===== src/rtl/core/bloom_filter_fnv1a_double_hash_top_defines.svh =====
// Assertion macros used by the RTL that checks itself.
`ifndef BLOOM_FILTER_FNV1A_DOUBLE_HASH_TOP_DEFINES_SVH
`define BLOOM_FILTER_FNV1A_DOUBLE_HASH_TOP_DEFINES_SVH

`define BFH_ASSERT_IMP(lbl, clk, rstn, ante, cons) \
    lbl: assert property (@(posedge clk) disable iff (!(rstn)) (ante) |-> (cons)) \
        else $error("bfh assertion failed");

`define BFH_ASSERT_NEXT(lbl, clk, rstn, ante, cons) \
    lbl: assert property (@(posedge clk) disable iff (!(rstn)) (ante) |=> (cons)) \
        else $error("bfh assertion failed");

`endif


===== src/rtl/core/bfh_pkg.sv =====
`default_nettype none
package bfh_pkg;
    localparam int unsigned FILTER_W = 21;
    localparam int unsigned K_W = 6;
    localparam int unsigned HASH_W = 32;
    localparam logic [63:0] FNV_BASIS = 64'hcbf29ce484222325;
    localparam logic [8:0] FNV_PRIME_LOW = 9'h1b3;
    localparam int unsigned FNV_PRIME_SHIFT = 40;
    localparam logic [K_W-1:0] PROBE_CAP = 6'd32;
    localparam logic REG_NUM_HASHES = 1'b0;
    localparam logic REG_FILTER_BITS = 1'b1;
    localparam logic CMD_ADD = 1'b0;
    localparam logic CMD_CHECK = 1'b1;

    typedef struct packed {
        logic we;
        logic re;
        logic wdata;
    } store_ctl_t;

    function automatic logic [63:0] fnv_step(input logic [63:0] acc, input logic [7:0] b);
        logic [63:0] x;
        x = acc ^ {{56{b[7]}}, b};
        return (x << FNV_PRIME_SHIFT) + (x * {55'd0, FNV_PRIME_LOW});
    endfunction
endpackage
`default_nettype wire


===== src/rtl/core/bfh_mod_unit.sv =====
`default_nettype none
module bfh_mod_unit (
    input  wire logic                         aclk,
    input  wire logic                         aresetn,
    input  wire logic                         start,
    input  wire logic [bfh_pkg::HASH_W-1:0]   dividend,
    input  wire logic [bfh_pkg::FILTER_W-1:0] modulus,
    output logic                              done,
    output logic [bfh_pkg::FILTER_W-1:0]      remainder
);
    import bfh_pkg::*;

    logic                busy_reg, busy_next;
    logic                done_reg, done_next;
    logic [4:0]          cnt_reg, cnt_next;
    logic [HASH_W-1:0]   dvd_reg, dvd_next;
    logic [FILTER_W-1:0] rem_reg, rem_next;
    logic [FILTER_W:0]   trial;

    // One quotient bit per cycle: shift in a dividend bit, subtract if it fits.
    always_comb begin
        busy_next = busy_reg;
        done_next = 1'b0;
        cnt_next  = cnt_reg;
        dvd_next  = dvd_reg;
        rem_next  = rem_reg;
        trial     = {rem_reg, dvd_reg[HASH_W-1]};
        if (start) begin
            busy_next = 1'b1;
            cnt_next  = '0;
            dvd_next  = dividend;
            rem_next  = '0;
        end else if (busy_reg) begin
            if (trial >= {1'b0, modulus}) begin
                rem_next = FILTER_W'(trial - {1'b0, modulus});
            end else begin
                rem_next = FILTER_W'(trial);
            end
            dvd_next = dvd_reg << 1;
            cnt_next = cnt_reg + 5'd1;
            if (cnt_reg == 5'd31) begin
                busy_next = 1'b0;
                done_next = 1'b1;
            end
        end
    end

    always_ff @(posedge aclk) begin
        if (!aresetn) begin
            busy_reg <= 1'b0;
            done_reg <= 1'b0;
            cnt_reg  <= '0;
        end else begin
            busy_reg <= busy_next;
            done_reg <= done_next;
            cnt_reg  <= cnt_next;
        end
        dvd_reg <= dvd_next;
        rem_reg <= rem_next;
    end

    assign done      = done_reg;
    assign remainder = rem_reg;
endmodule
`default_nettype wire


===== config.mk =====
export PLATFORM = sky130hd
export DESIGN_NAME = bfh_mod_unit
export DESIGN_NICKNAME = d
export VERILOG_FILES = /design/src/rtl/core/bloom_filter_fnv1a_double_hash_top_defines.svh /design/src/rtl/core/bfh_pkg.sv /design/src/rtl/core/bfh_mod_unit.sv
export SDC_FILE = /design/constraint.sdc
export NUM_CORES = 1
export LEC_CHECK = 0
export BUFFER_PORTS_ARGS = -buffer_cell sky130_fd_sc_hd__buf_4
export CORE_MARGIN = 4
export CORE_UTILIZATION = 45
export DETAILED_ROUTE_END_ITERATION = 16
export PLACE_DENSITY = 0.69
export SKIP_LAST_GASP = 1
export SYNTH_ARGS = -nofsm -noshare
export SYNTH_HDL_FRONTEND = slang
export SYNTH_SLANG_ARGS = --single-unit

===== constraint.sdc =====
create_clock -name aclk -period 5.7 [get_ports aclk]
set_clock_uncertainty 0.2 [all_clocks]
set_input_delay 0 -clock aclk [delete_from_list [all_inputs] [get_ports aclk]]
set_output_delay 0 -clock aclk [all_outputs]
set_load 0.005 [all_outputs]

== After elaboration in Yosys (flattened, before gate mapping) ==
Index checks and enable logic that the tools add are counted.
Storage, ports and cells
  flip-flop bits (word level): 60
  input bits: 56
  output and inout port bits: 22
  word-level logic and storage cells: 21
Cells by class
  $add $sub $neg: 2
  order comparisons: 1
  equality and inequality tests: 1
  mux-type cells: 7
  bitwise gates (word level): 2
  reductions and logical operators: 3
Operators by type and width (count)
  two-way mux 32 bit: 2
  >= comparator 22 x 21 -> 1 bit: 1
  two-way mux 21 bit: 1
  subtractor 21 bit: 1
  adder 5 x 1 -> 5 bit (second input constant): 1
  == test 5 bit (second input constant): 1
  two-way mux 1 bit: 4
  OR reduction 3 bit: 1
  inverter 1 bit: 2
  nonzero test 2 bit: 1
  OR reduction 2 bit: 1

== Longest topological paths before layout ==
  depth after elaboration: 4
  mapped depth: 13

== Worst setup path before layout ==
No wires, ideal clock.
  path type: register to register
  start point: register dvd_reg[31]
  end point: register rem_reg[17], in the netlist remainder[17]
  arrival time: 2411 ps
  slack: 2967 ps
  cell stages (with the launch flop): 14
  buffers on the path: 1
  period minus slack after synthesis: 2733 ps
  cells stage by stage: edfxtp_1 > inv_1 > ha_1 > inv_1 > fa_1 > a211oi_2 > nor2_1 > a21oi_1 > o22ai_2 > o31ai_4 > nand2b_1 > buf_2 > a21oi_1 > a221o_1
Between the ends
  cells in the longest elaborated chain, start to end: 2
  elaborated cells between the ends (all ways): 3
  classes of those cells: add/sub: 1; order compare: 1; mux: 1
Ends and longest elaborated chain
  start, declared: line bfh_mod_unit.sv:16  | logic [HASH_W-1:0] dvd_reg, dvd_next;
  start signal, assigned: line bfh_mod_unit.sv:58  | dvd_reg <= dvd_next;
  subtractor 21 bit / >= comparator 22 x 21 -> 1 bit (equally long branches): line bfh_mod_unit.sv:35, bfh_mod_unit.sv:34
  two-way mux 21 bit (*): line bfh_mod_unit.sv:34  | if (trial >= {1'b0, modulus}) begin
  end signal, assigned: line bfh_mod_unit.sv:59  | rem_reg <= rem_next;
  end, declared: line bfh_mod_unit.sv:17  | logic [FILTER_W-1:0] rem_reg, rem_next;
Every way passes the cells marked *; elsewhere a longest branch is shown, timed or not.
A chain may end at the register's enable or synchronous reset.

== Worst setup path after layout ==
Same ends and word-level chain as after synthesis.

==> summary.txt <==
WL per Instance = 15.2 µm
Die X = 98.3 µm
Maxcap violations = 0
Clock sink count = 60
Drc violations = 0
Crit end category = register
Mean Syn Cell Area = 9.96 µm²
# setup viols final = 0
Root Buffer Master = clkbuf_8
WS Path Type = reg -> reg
Mapped Cells = 368
Switch share = 27.9%
HP Class = in -> reg
First-pass GRT wire length = 14.5 mm
Post-synth EDFFs = 32
Initial antenna violation count = 0
Status = finished, final reports clean
Nets = 559
CTS Buf Count = 9
Reg power frac = 47.9%
Pin count of the biggest net entering global routing = 46
Minimum clock period = 3.61 ns
Critical Path AT = 3.63 ns
P_int = 0.000768 W
Grt ovf = 0
R2R Setup Slk = 2.09 ns
Via/cell ratio = 5.29
Rows = 32
Worst EP required = 5.72 ns
Distinct cells, synth = 51
Die Span Y = 98.3 µm
Net switching power = 0.000297 W
Share of cells above drive strength 1 = 28.9%
Vias in the first global route = 3140
CTS tree = done
M1 wire length = 3.99 mm
Vias post-DR = 3098
Commonest cells after routing, fill and taps aside = 80 x buf_4, 35 x dlygate4sd3_1, 32 x nor2_1, 32 x edfxtp_1, 31 x mux2_2
RePlAce Congestion = 0.880
Yosys warnings = 0
Synthesized area = 3670 µm²
Largest buffer count on any clock path = 2
Starting DRT DRC Count = 107
Ports = 78
Clock latency on the worst-skew pair = 0.34 ns
Clock-pin slew on the worst setup and hold paths = 0.07 ns
Final setup TNS = 0 ns
Ys flop type = edfxtp_1
Initial Util = 47.0%
First drt pass iteration count = 4
Util after Layout = 62.1%
Period utilization = 63.4%
Clk pwr share = 32.0%
All-layer global routing usage = 18.6%
Final HPWL DP = 6.07 mm
Fin. max-slew vios = 0
Port Buffers = 77
Synthesized flop and latch total = 60
Max-slew headroom = 35.5%
Overall power = 0.00106 W
Mapped Nets = 448
Met2 routed WL = 4.41 mm
Antenna diodes = 0
Core Box Area = 7810 µm²
Metal3 WL = 340 µm
ANT nets after route = 0
Max rail drop VDD = 0.000136 V
Max reg flops = 32
Ys async rst share = 0%
Worst setup SP type = register
Max layer used = met4
Measured slew at the worst slew-check pin = 0.967 ns
Seq/Total Area, Yosys = 41.5%
Area Growth Syn to Fin = 32.4%
Commonest non-fill, non-tap cell in the layout = buf_4
Comb power frac = 20.1%
PD cells = 219 nW/µm²
Fin. Hold Viols = 0
RSZ-0062 raised after global routing = false
Static leakage = 2.05 nW
Fmax = 277 MHz
Full die area = 9660 µm²
WL final = 8.92 mm
CP max FO = 23
H-tree depth = 3
==> worst max-delay path, stage by stage, from the launching register on <==
cell	delay, ns
edfxtp_1	0.40
inv_1	0.09
ha_1	0.17
inv_1	0.06
fa_1	0.42
a211oi_2	0.27
nor2_1	0.10
a21oi_1	0.18
o22ai_2	0.12
o31ai_4	0.76
nand2b_1	0.38
a21oi_1	0.08
a221o_1	0.27
==> per-layer routing <==
metal  global-route usage (%)  vias to the layer above
li1                         -                     1571
met1                     23.2                     1434
met2                     32.2                       77
met3                     2.64                       16
met4                     7.67                        0
met5                        0                        -
==> through the flow <==
stage          instances  hold WS, ns  instance area (µm²)  worst slack [ns]
2_1_floorplan        368      -0.0825                 3670              2.97
3_5_place_dp         535       0.0305                 4330              2.12
6_report             586       0.0400                 4850              2.09
3_3_place_gp         535       0.0247                 4330              2.24
4_1_cts              586       0.0183                 4850              2.08
5_1_grt              586       0.0553                 4850              1.88
==> timing repair <==
item | CTS | global route
gates resized for setup | 0 | 0
hold endpoints to repair | 41 | 0
setup buffers | 0 | 0
hold buffers | 35 | 0
==> synth_stat cells, types with 3 or more instances <==
cell type | n | area (µm²)
edfxtp_1 | 32 | 961
a21oi_1 | 27 | 135
dfxtp_1 | 28 | 561
nand2_1 | 16 | 60.1
mux2_2 | 31 | 349
a32oi_1 | 9 | 78.8
o21ai_1 | 6 | 30.0
nand4_1 | 4 | 25.0
mux2i_1 | 4 | 40.0
clkbuf_1 | 8 | 30.0
nor2_1 | 32 | 120
a21oi_2 | 4 | 35.0
o21ai_0 | 26 | 130
o21a_1 | 3 | 22.5
xnor2_1 | 9 | 78.8
or3_1 | 4 | 25.0
nor2b_1 | 6 | 37.5
and3_1 | 4 | 25.0
a211oi_1 | 10 | 75.1
a21o_1 | 4 | 30.0
xor2_1 | 9 | 78.8
nand2b_1 | 5 | 31.3
inv_1 | 27 | 101
ha_1 | 23 | 288
buf_2 | 4 | 20.0
==> kinds of logic after synthesis <==
group | count (synthesis) | synth area share, %
AO/OA/AOI/OAI | 106 | 19.5
XOR/XNOR | 18 | 4.30
adder cells (fa/ha/maj) | 24 | 8.40
buffers and inverters | 42 | 4.64
flip-flops | 60 | 41.5
multiplexers | 35 | 10.6
AND/OR/NAND/NOR | 83 | 11.0
==> area by class of cell <==
type	count	area [µm²]
multi-input cells	266	1970
fillers	654	2960
repair buffers	115	951
inverters	27	101
well taps	102	128
clock buffers	9	124
clock inverters	7	52.6
flip-flops and latches	60	1520
==> power groups by stage <==
stage	clock network (W)	registers, W	logic (W)
2_1_floorplan	0	0.000512	0.000132
3_3_place_gp	0	0.000518	0.000189
3_5_place_dp	0	0.000519	0.000192
4_1_cts	0.000350	0.000510	0.000213
5_1_grt	0.000366	0.000513	0.000237
6_report	0.000340	0.000510	0.000214
==> final timing paths <==
path / from / cells after the start / to
worst max-delay path: dvd_reg[31]$_DFFE_PP_ / 12 / remainder[17]$_SDFFE_PP0P_
worst min-delay path: start / 2 / remainder[0]$_SDFFE_PP0P_
worst max register to register: dvd_reg[31]$_DFFE_PP_ / 12 / remainder[17]$_SDFFE_PP0P_
worst min register to register: cnt_reg[4]$_SDFFE_PP0P_ / 2 / cnt_reg[4]$_SDFFE_PP0P_
(Power assumes the default switching activity.)
